File: src/hw/rtl/cci_pkg.sv
// Shared types, constants and helpers of the class count integral image core.
`timescale 1ns / 1ps
`default_nettype none

package cci_pkg;

  // Grid and table geometry.
  localparam int GridMax    = 32;
  localparam int TableDim   = GridMax + 1;
  localparam int TableDepth = TableDim * TableDim;
  localparam int AddrW      = $clog2(TableDepth);
  localparam int CoordW     = 6;
  localparam int CntW       = 11;
  localparam int NumClass   = 4;
  localparam int ClassW     = 2;
  localparam int StepW      = 3;

  localparam logic [CoordW-1:0] GridSizeReset = CoordW'(20);
  localparam logic [CoordW-1:0] GridSizeMin   = CoordW'(2);
  localparam logic [CoordW-1:0] GridSizeMax   = CoordW'(GridMax);

  // Command codes of an input transaction.
  typedef enum logic [1:0] {
    OpLoad   = 2'd0,
    OpRect   = 2'd1,
    OpRegion = 2'd2,
    OpNone   = 2'd3
  } op_e;

  // Region codes of a square-region query.
  localparam logic [3:0] RegTop     = 4'd0;
  localparam logic [3:0] RegBottom  = 4'd1;
  localparam logic [3:0] RegLeft    = 4'd2;
  localparam logic [3:0] RegRight   = 4'd3;
  localparam logic [3:0] RegMinusBr = 4'd4;
  localparam logic [3:0] RegMinusBl = 4'd5;
  localparam logic [3:0] RegMinusTr = 4'd6;
  localparam logic [3:0] RegMinusTl = 4'd7;

  // Step numbers that bound a corner sequence.
  localparam logic [StepW-1:0] StepFirstQuery = StepW'(0);
  localparam logic [StepW-1:0] StepFirstLoad  = StepW'(1);
  localparam logic [StepW-1:0] StepLastSingle = StepW'(3);
  localparam logic [StepW-1:0] StepLastDouble = StepW'(7);

  typedef enum logic [2:0] {
    StClear,
    StIdle,
    StRead,
    StDrain,
    StWrite,
    StFinish
  } ctrl_state_e;

  // One table entry: one count per class.
  typedef logic [NumClass-1:0][CntW-1:0] entry_t;

  // Half-open rectangle: rows r0..r1-1, columns c0..c1-1.
  typedef struct packed {
    logic [CoordW-1:0] r0;
    logic [CoordW-1:0] c0;
    logic [CoordW-1:0] r1;
    logic [CoordW-1:0] c1;
  } rect_t;

  // Controller to datapath.
  typedef struct packed {
    logic             accept;
    logic             clr_wr;
    logic             rd_en;
    logic [StepW-1:0] step;
    logic             wr_en;
    logic             out_load;
  } ctl_cmd_t;

  // Datapath to controller.
  typedef struct packed {
    op_e  in_op;
    logic in_bad;
    logic use_b;
    logic is_load;
    logic clear_last;
    logic out_free;
  } ctl_status_t;

  function automatic logic [AddrW-1:0] table_addr(input logic [CoordW-1:0] row,
                                                  input logic [CoordW-1:0] col);
    logic [AddrW-1:0] base;
    base = AddrW'(AddrW'(row) * AddrW'(TableDim));
    return AddrW'(base + AddrW'(col));
  endfunction

endpackage

`default_nettype wire

File: src/hw/rtl/cci_ctrl.sv
// Controller state machine of the class count integral image core.
`timescale 1ns / 1ps
`default_nettype none

module cci_ctrl (
  input  wire                  clk_i,
  input  wire                  rst_ni,
  input  wire                  in_valid_i,
  output logic                 in_stall_o,
  input  cci_pkg::ctl_status_t status_i,
  output cci_pkg::ctl_cmd_t    cmd_o
);

  cci_pkg::ctrl_state_e state_q, state_d;
  logic [cci_pkg::StepW-1:0] step_q, step_d;
  logic [cci_pkg::StepW-1:0] last_step;
  logic accept;

  assign accept    = in_valid_i && (state_q == cci_pkg::StIdle);
  assign last_step = status_i.use_b ? cci_pkg::StepLastDouble : cci_pkg::StepLastSingle;

  // Next state.
  always_comb begin
    state_d = state_q;
    step_d  = step_q;
    unique case (state_q)
      cci_pkg::StClear: begin
        if (status_i.clear_last) state_d = cci_pkg::StIdle;
      end
      cci_pkg::StIdle: begin
        if (accept) begin
          if (status_i.in_op == cci_pkg::OpLoad) begin
            state_d = cci_pkg::StRead;
            step_d  = cci_pkg::StepFirstLoad;
          end else if (status_i.in_op == cci_pkg::OpNone) begin
            state_d = cci_pkg::StIdle;
          end else if (status_i.in_bad) begin
            state_d = cci_pkg::StFinish;
          end else begin
            state_d = cci_pkg::StRead;
            step_d  = cci_pkg::StepFirstQuery;
          end
        end
      end
      cci_pkg::StRead: begin
        if (step_q == last_step) state_d = cci_pkg::StDrain;
        else step_d = step_q + 1'b1;
      end
      cci_pkg::StDrain: begin
        state_d = status_i.is_load ? cci_pkg::StWrite : cci_pkg::StFinish;
      end
      cci_pkg::StWrite: begin
        state_d = cci_pkg::StIdle;
      end
      cci_pkg::StFinish: begin
        if (status_i.out_free) state_d = cci_pkg::StIdle;
      end
      default: begin
        state_d = cci_pkg::StIdle;
      end
    endcase
  end

  // Outputs.
  always_comb begin
    cmd_o          = '0;
    cmd_o.step     = step_q;
    in_stall_o     = 1'b1;
    unique case (state_q)
      cci_pkg::StClear:  cmd_o.clr_wr = 1'b1;
      cci_pkg::StIdle: begin
        in_stall_o   = 1'b0;
        cmd_o.accept = accept;
      end
      cci_pkg::StRead:   cmd_o.rd_en = 1'b1;
      cci_pkg::StDrain:  cmd_o = cmd_o;
      cci_pkg::StWrite:  cmd_o.wr_en = 1'b1;
      cci_pkg::StFinish: cmd_o.out_load = status_i.out_free;
      default:           cmd_o = cmd_o;
    endcase
  end

  always_ff @(posedge clk_i or negedge rst_ni) begin
    if (!rst_ni) begin
      state_q <= cci_pkg::StClear;
      step_q  <= '0;
    end else begin
      state_q <= state_d;
      step_q  <= step_d;
    end
  end

endmodule

`default_nettype wire

File: config.mk
export PLATFORM = sky130hd
export DESIGN_NAME = cci_ctrl
export DESIGN_NICKNAME = d
export VERILOG_FILES = /design/src/hw/rtl/cci_pkg.sv /design/src/hw/rtl/cci_ctrl.sv
export SDC_FILE = /design/constraint.sdc
export NUM_CORES = 1
export LEC_CHECK = 0
export ABC_AREA = 1
export BUFFER_PORTS_ARGS = -buffer_cell sky130_fd_sc_hd__buf_2
export CAP_MARGIN = 20
export CORE_AREA = 4 4 43 45
export CTS_CLUSTER_DIAMETER = 100
export DETAILED_ROUTE_END_ITERATION = 7
export DIE_AREA = 0 0 47 49
export GPL_ROUTABILITY_DRIVEN = 0
export SETUP_SLACK_MARGIN = 0.3
export SLEW_MARGIN = 20
export SYNTH_ARGS = -nofsm -noshare
export SYNTH_HDL_FRONTEND = slang
export SYNTH_SLANG_ARGS = --single-unit
export TNS_END_PERCENT = 50
File: constraint.sdc
create_clock -name clk_i -period 1.6 [get_ports clk_i]
set_clock_uncertainty 0.1 [all_clocks]
set_input_delay 0.08 -clock clk_i [delete_from_list [all_inputs] [get_ports clk_i]]
set_output_delay 0.08 -clock clk_i [all_outputs]
set_load 0.005 [all_outputs]
==> Yosys cells after proc, flatten, opt, wreduce, memory -nomap -nowiden <==
Index checks and enable logic that the tools add are counted.
{ "op_classes": {"n_mux": 22, "n_reduce_logical": 6, "n_addsub": 1, "eq_ne": 14} }
{ "op_table": {"columns": ["operator", "count"], "rows": [
  ["two-way mux 3 bit", 13],
  ["case mux 3 bit (5 select lines)", 1],
  ["inequality test 2 bit (second input constant)", 5],
  ["two-way mux 1 bit", 7],
  ["== test 3 x 2 -> 1 bit (second input constant)", 2],
  ["== test 3 bit (second input constant)", 2],
  ["case mux 3 bit (2 select lines)", 1],
  ["AND reduction 5 bit", 1],
  ["AND reduction 4 bit", 1],
  ["adder 3 x 1 -> 3 bit (second input constant)", 1],
  ["== test 3 x 1 -> 1 bit (second input constant)", 1],
  ["== test 3 bit", 1],
  ["zero test 3 bit", 1],
  ["inequality test 3 x 2 -> 1 bit (second input constant)", 1],
  ["inequality test 3 bit (second input constant)", 1],
  ["== test 2 bit (second input constant)", 1],
  ["zero test 2 bit", 1],
  ["nonzero test 2 bit", 1],
  ["logical AND 1 bit", 1]
]} }
{ "totals": {"reg_bits": 6, "out_inout_bits": 9, "elab_cells": 45, "input_bits": 10} }

==> Longest topological paths before layout <==
Gate-level depths: netlist (run 1).
{ "depth": {"word_depth": 5, "mapped_depth": 8, "mapped_depth_nobuf": 8} }

==> Least setup slack after synthesis (run 1) <==
OpenSTA, ideal clock, no wires.
{ "synth_path": {"kind": "register -> register", "start": "register state_q[2]", "end": "register step_q[2] (netlist bit)", "path_stages_with_launch": 9, "required_ns": 1.383, "setup_ns": 0.117, "period_less_slack_ns": 1.260, "n_path_buf": 0, "path_slack_ns": 0.340, "t_arrival_ns": 1.043, "cell_sequence": "dfrtp_1 inv_1 nand3_2 nand2_1 nand2_2 nor2_4 nand2_2 nand2_1 nand2_1"} }
{ "synth_via": {"elab_chain_cells": 4, "elab_cells_between_ends": 10, "classes_between": "eq/ne: 6; mux: 1; reduce/logical: 3"} }
{ "synth_rtl": {"columns": ["element", "line_no", "text"], "rows": [
  ["start, declared", "cci_ctrl.sv:14", "cci_pkg::ctrl_state_e state_q, state_d;"],
  ["start signal, assigned", "cci_ctrl.sv:85", "state_q <= cci_pkg::StClear;"],
  ["start signal, assigned", "cci_ctrl.sv:88", "state_q <= state_d;"],
  ["== test 3 x 1 -> 1 bit", "cci_ctrl.sv:19, cci_ctrl.sv:26", null],
  ["logical AND 1 bit", "cci_ctrl.sv:19", "assign accept = in_valid_i && (state_q == cci_pkg::StIdle);"],
  ["inequality test 2 bit (no source line)", null, null],
  ["AND reduction 5 bit (no source line)", null, null],
  ["end signal, assigned", "cci_ctrl.sv:89", "step_q <= step_d;"],
  ["end, declared", "cci_ctrl.sv:15", "logic [cci_pkg::StepW-1:0] step_q, step_d;"]
]} }
Parallel ways exist; a longest one is shown, timed or not.
A chain may end at the register's enable or synchronous reset.

==> Worst setup path in the final report (run 1) <==
{ "layout_path": {"start": "register state_q[0]", "end": "register step_q[0] (netlist bit)"} }
Same word-level chain as after synthesis.

==> results_dict.tcl, run 1 <==
set metrics [dict create \
    syn_inst 74 \
    hp-class "input port to register" \
    hold_violations 0 \
    critical_path_buf_inv_count 1 \
    relSlewSlack_pct 87.7 \
    dpl.hpwl_um 914 \
    placed_cell_area_um2 611 \
    whs_ps 21.8 \
    cts_tree "built" \
    final.setup.tns_ps 0 \
    status "finished clean" \
    num-fill-cells 166 \
    wirelength_um 1160 \
    dr.pass1.iters 2 \
    synth-seq-cells 6 \
    fin_crit_sh_pct 82.1 \
    design_area_um2 734 \
    post_drt_wl_per_cell_um 9.74 \
    max_stage_delay_ps 440 \
    grt.total_usage_pct 11.0 \
    initial_core_util_pct 34.0 \
    vias 553 \
    critical_path.top_delay_family "simple AND/OR/NAND/NOR gates" \
    n_antenna_cell 0 \
    vdd_drop_max_mv 0.654 \
    leakage_uw 0.000408 \
    syn2layout_area_growth_pct 46.7 \
    worstSkewPairLatency_ps 240 \
    cp_data_required_time_ps 1620 \
    portBuffers 18 \
    slowest_stage "dfrtp_2" \
    path_max_fanout 6 \
    crit_top_cell "nand2_1" \
    drv_cap 0 \
    viasPerCell 4.65 \
    ios 19 \
    antenna_left 0 \
    ys_warn_count 0 \
    maxSlewViolCount 0 \
    grt_max_degree 7 \
    root_buffer "clkbuf_4" \
    std_cell_rows 14 \
    cts_htree_levels 1 \
    crit_chain "buf_4, nand3_4, nor2_1, nor2_4, nand2_2, nand2_1, nand2_1" \
    p_per_area_nw_per_um2 1550 \
    rsz0062_at_grt "true" \
    synthDistinctLibCells 18 \
    critPathCaptureType "register" \
    grt.overflow.total 0 \
    cts_buffers 3 \
    grt_pass1_vias 514 \
    ys_seq_area_share_pct 30.0 \
    stdcell_count 119 \
    setup_viol_count_final 0 \
    fp.dieH_um 49 \
    clock-sinks 6 \
    fp.dieW_um 47 \
    antenna_found_initial 0 \
    drive_above_1_share_pct 46.6 \
    coreArea_um2 1470 \
    clk_pin_slew_ps 40 \
    clk_path_buf_depth 2 \
    crit_path_start_kind "register" \
    drcViolationCount 0 \
    drtIter0Drc 4 \
    crit_type "register to register" \
    worst_ep_arrival_time_ps 1340 \
    synth_area_um2 500 \
    max_freq_mhz 762 \
    dieArea_um2 2300 \
    avgSynthCellArea_um2 6.76 \
    syn_nets 85 \
    period_minus_slack_ps 1310 \
    place_inst 108 \
    nets 116 \
    grt_pass1_wl_um 1930 \
    worst_pin_slew_ps 184 \
]
==> where the power goes <==
group	internal [uW]	total, uW	leakage, uW	switching (uW)
logic	330	719	0.000320	389
clock network	84.4	132	0.0000138	47.4
registers	212	290	0.0000741	78.2
total	626	1140	0.000408	515
==> per-layer routing <==
layer / share of wire [%] / up-vias / track usage [%] / routed length, um
li1: - / 290 / - / -
met1: 44 / 248 / 14.1 / 505
met5: 0 / - / 0 / 0
met4: 0 / 0 / 2.76 / 0
met2: 49 / 15 / 17.0 / 563
met3: 7.9 / 0 / 4.43 / 91
==> final cells by class <==
cell class / instances / area, um2 / share of cell area (%)
multi-input combinational: 54 / 328 / 44.6
timing repair buffer: 26 / 153 / 20.8
sequential: 6 / 154 / 21.0
clock buffer: 3 / 22.5 / 3.07
tap: 16 / 20.0 / 2.73
inverter: 14 / 57.6 / 7.84
==> cells in the mapped netlist <==
cell type	n	area, um2
a21oi_1	1	5.00
a21oi_2	1	8.76
dfrtp_1	6	150
ha_1	1	12.5
inv_1	11	41.3
inv_2	3	11.3
nand2_1	18	67.6
nand2_2	2	12.5
nand3_1	10	50.1
nand3_2	2	20.0
nand3_4	1	17.5
nand4_4	1	21.3
nor2_1	11	41.3
nor2_2	1	6.26
nor2_4	1	11.3
nor3_1	1	5.00
o21ai_0	2	10.0
xnor2_1	1	8.76
==> flip-flops by register name (all words and copies together), names as in the netlist <==
register,cells
step_q,3
state_q,3
==> cell usage in the layout (no fill, tap or decap), drive strengths merged <==
cell | Yosys | routed
xnor2 | 1 | 1
nand3 | 13 | 13
dfrtp | 6 | 6
ha | 1 | 1
clkbuf | 0 | 3
nand4 | 1 | 1
a21oi | 2 | 2
o21ai | 2 | 2
nor3 | 1 | 1
nor2 | 13 | 13
nand2 | 20 | 20
dlygate4sd3 | 0 | 1
buf | 0 | 25
inv | 14 | 14
==> repair_timing <==
item,CTS,global route
hold endpoints to repair,6,0
resized for setup,7,5
endpoints found under the setup margin,4,10
hold buffers,1,0
pin swaps,2,3
buffers inserted,5,2
==> worst min-delay path, delay by kind of cell <==
| family | cells | cell delay, ps |
|---|---|---|
| buf+inv | 2 | 140 |
| simple gates | 2 | 90 |
==> final timing paths <==
path	startpoint	to	slack, ps	depth (start not counted)
setup / recovery	state_q[0]	step_q[0]	290	7
hold / removal	status_i[0]	state_q[2]	20	4
setup reg to reg	state_q[0]	step_q[0]	290	7
hold reg to reg	step_q[2]	step_q[2]	440	2
max in group asynchronous	rst_ni	state_q[1]	1150	2
min in group asynchronous	rst_ni	step_q[1]	100	2
==> cell families (layout without fill, tap and decap cells) <==
family | Yosys count | in the layout | synth area share (%)
buf+inv | 14 | 43 | 10.5
compound gates | 4 | 4 | 4.75
xor+xnor | 1 | 1 | 1.75
fa+ha+maj | 1 | 1 | 2.50
simple gates | 48 | 48 | 50.5
flops | 6 | 6 | 30.0
==> through the flow <==
stage / setup slack, ps / util [%] / total power (uW)
4_1_cts: 278 / 47.4 / 1100
6_report: 287 / 49.9 / 1140
5_1_grt: 216 / 49.9 / 1250
2_1_floorplan: 340 / - / 680
3_3_place_gp: 204 / 41.5 / 835
3_5_place_dp: 199 / 41.5 / 840
Power figures use the tool's default switching activity.
==> run 2, diff against run 1 <==
==> constraint.sdc (replaced) <==
create_clock -name clk_i -period 1.28 [get_ports clk_i]
set_clock_uncertainty 0.1 [all_clocks]
set_input_delay 0.064 -clock clk_i [delete_from_list [all_inputs] [get_ports clk_i]]
set_output_delay 0.064 -clock clk_i [all_outputs]
set_load 0.005 [all_outputs]
==> run 2 against run 1 <==
- the flow now finishes with violations (hold timing, setup timing)
- cell area is 12% higher
- wire length is 6.4% higher
- worst hold slack worse by 32 ps
- combinational power increased by 52%
- first-iteration DRC count grew to 2.8 times the previous value
- cell count increased by 5.9%
- total power up 43%
- critical path type is now register to output pin
- largest power group unchanged
==> results_dict.tcl, run 2 (synthesized netlist as in run 1, its figures left out) <==
set metrics [dict create \
    fp.dieH_um 49 \
    worst_ep_arrival_time_ps 1190 \
    clk_path_buf_depth 2 \
    dieArea_um2 2300 \
    fin_crit_sh_pct 105 \
    vdd_drop_max_mv 0.880 \
    drcViolationCount 0 \
    cts_htree_levels 1 \
    final.setup.tns_ps -320 \
    antenna_left 0 \
    max_freq_mhz 741 \
    fin_ws_ps -69.7 \
    final-seq-area_um2 153 \
    reg_top3 "state_q: 3 flops, step_q: 3 flops" \
    sequentialPowerShare_pct 21.7 \
    cts_buffers 3 \
    num-fill-cells 145 \
    p_per_area_nw_per_um2 1990 \
    cts_tree "built" \
    post-place-ws_ps -77.7 \
    worstReg2RegStart "state_q[0]" \
    worst_pin_slew_ps 202 \
    drtIter0Drc 11 \
    coreArea_um2 1470 \
    hold_violations 1 \
    r2r-end "step_q[2]" \
    critPathCaptureType "output pin" \
    root_buffer "clkbuf_4" \
    syn2layout_area_growth_pct 64.0 \
    reg2reg_slack_ps -60 \
    crit_chain "inv_4, nand3_4, buf_6, nor2_1, buf_2" \
    p_sw_share_pct 42.0 \
    std_cell_rows 14 \
    whs_ps -10.1 \
    crit_type "register to output pin" \
    initial_core_util_pct 34.0 \
    drive_above_1_share_pct 49.1 \
    period_minus_slack_ps 1350 \
    hp-class "input port to register" \
    path_max_fanout 5 \
    dr.pass1.iters 4 \
    multi_input_area_um2 328 \
    viasPerCell 4.48 \
    grt_pass1_wl_um 2000 \
    relSlewSlack_pct 86.5 \
    hold_depth 4 \
    wirelength_um 1230 \
    grt.overflow.total 0 \
    clk_pin_slew_ps 50 \
    portBuffers 18 \
    clock-sinks 6 \
    maxSlewViolCount 0 \
    slowest_stage "dfrtp_2" \
    status "finished, violations left" \
    nets 122 \
    antenna_found_initial 0 \
    design_area_um2 821 \
    power.switching_uw 687 \
    violations "hold timing, setup timing" \
    n_antenna_cell 0 \
    holdCritStartpoint "status_i[0]" \
    reg2reg_depth 8 \
    post_drt_wl_per_cell_um 9.79 \
    grt.total_usage_pct 11.7 \
    setup_viol_count_final 6 \
    layout_common_cells "nand2_1 (17), buf_2 (15), inv_1 (10)" \
    fp.dieW_um 47 \
    max_stage_delay_ps 450 \
    p_comb_share_pct 66.8 \
    dpl.hpwl_um 985 \
    grt_max_degree 7 \
    clockPowerShare_pct 11.5 \
    final_core_utilization_pct 55.8 \
    crit_path_start_kind "register" \
    min_to "state_q[2]" \
    leakage_uw 0.000453 \
    final_common_cell "nand2_1" \
    rsz0062_at_grt "true" \
    worstSkewPairLatency_ps 250 \
    grt_pass1_vias 509 \
    p_int_uw 947 \
    vias 564 \
    cp_data_required_time_ps 1120 \
    placed_cell_area_um2 672 \
    drv_cap 0 \
    ios 19 \
]
[run 2: changes by cell type in the layout (fill, tap and decap cells not counted), sizes merged]
cell,delta
buf,+6
clkbuf,+1
[run 2: repair_timing]
| action | CTS | global route |
|---|---|---|
| endpoints found under the setup margin | 15 | 15 |
| endpoints found under the hold margin | 7 | 0 |
| hold buffers | 1 | 0 |
| pin swaps | 1 | 3 |
| buffers inserted | 3 | 2 |
| gates resized for setup | 7 | 11 |
[run 2: critical path, delay by kind of cell (launching register included)]
| family | cells | cell delay [ps] |
|---|---|---|
| buffers and inverters | 3 | 330 |
| DFF | 1 | 450 |
| and+or+nand+nor | 2 | 160 |
[run 2: routing by layer]
layer / wire, um / vias to the layer above / GRT usage, %
li1: - / 305 / -
met1: 517 / 242 / 14.1
met2: 608 / 17 / 17.6
met3: 108 / 0 / 5.90
met4: 0 / 0 / 4.15
met5: 0 / - / 0
[run 2: power groups by stage]
stage,clock (uW),combinational [uW],sequential (uW)
finish,189,1090,355
global route,210,1220,363
CTS,199,965,345
detailed placement,0,830,341
global placement,0,816,340
floorplan,0,515,340
[run 2: how the worst max path moves through the flow]
stage	to	from	cells past startpoint	slack (ps)
2_1_floorplan	step_q[2]	state_q[0]	8	60
3_3_place_gp	step_q[2]	state_q[0]	8	-70
3_5_place_dp	step_q[2]	state_q[0]	8	-80
4_1_cts	cmd_o[7]	state_q[1]	5	-90
5_1_grt	cmd_o[7]	state_q[2]	5	-140
6_report	cmd_o[7]	state_q[1]	5	-70
[run 2: area by class of cell]
class,count,area share [%]
Sequential cell,6,18.6
Clock buffer,4,3.20
Timing Repair Buffer,32,29.1
Tap cell,16,2.44
Multi-Input combinational cell,54,39.9
Inverter,14,6.71
[run 2: per-stage QoR]
stage                     power, uW  std cells
after floorplan                 856         74
after global placement         1160        116
after detailed placement       1170        116
after CTS                      1510        124
after global routing           1790        126
final                          1630        126
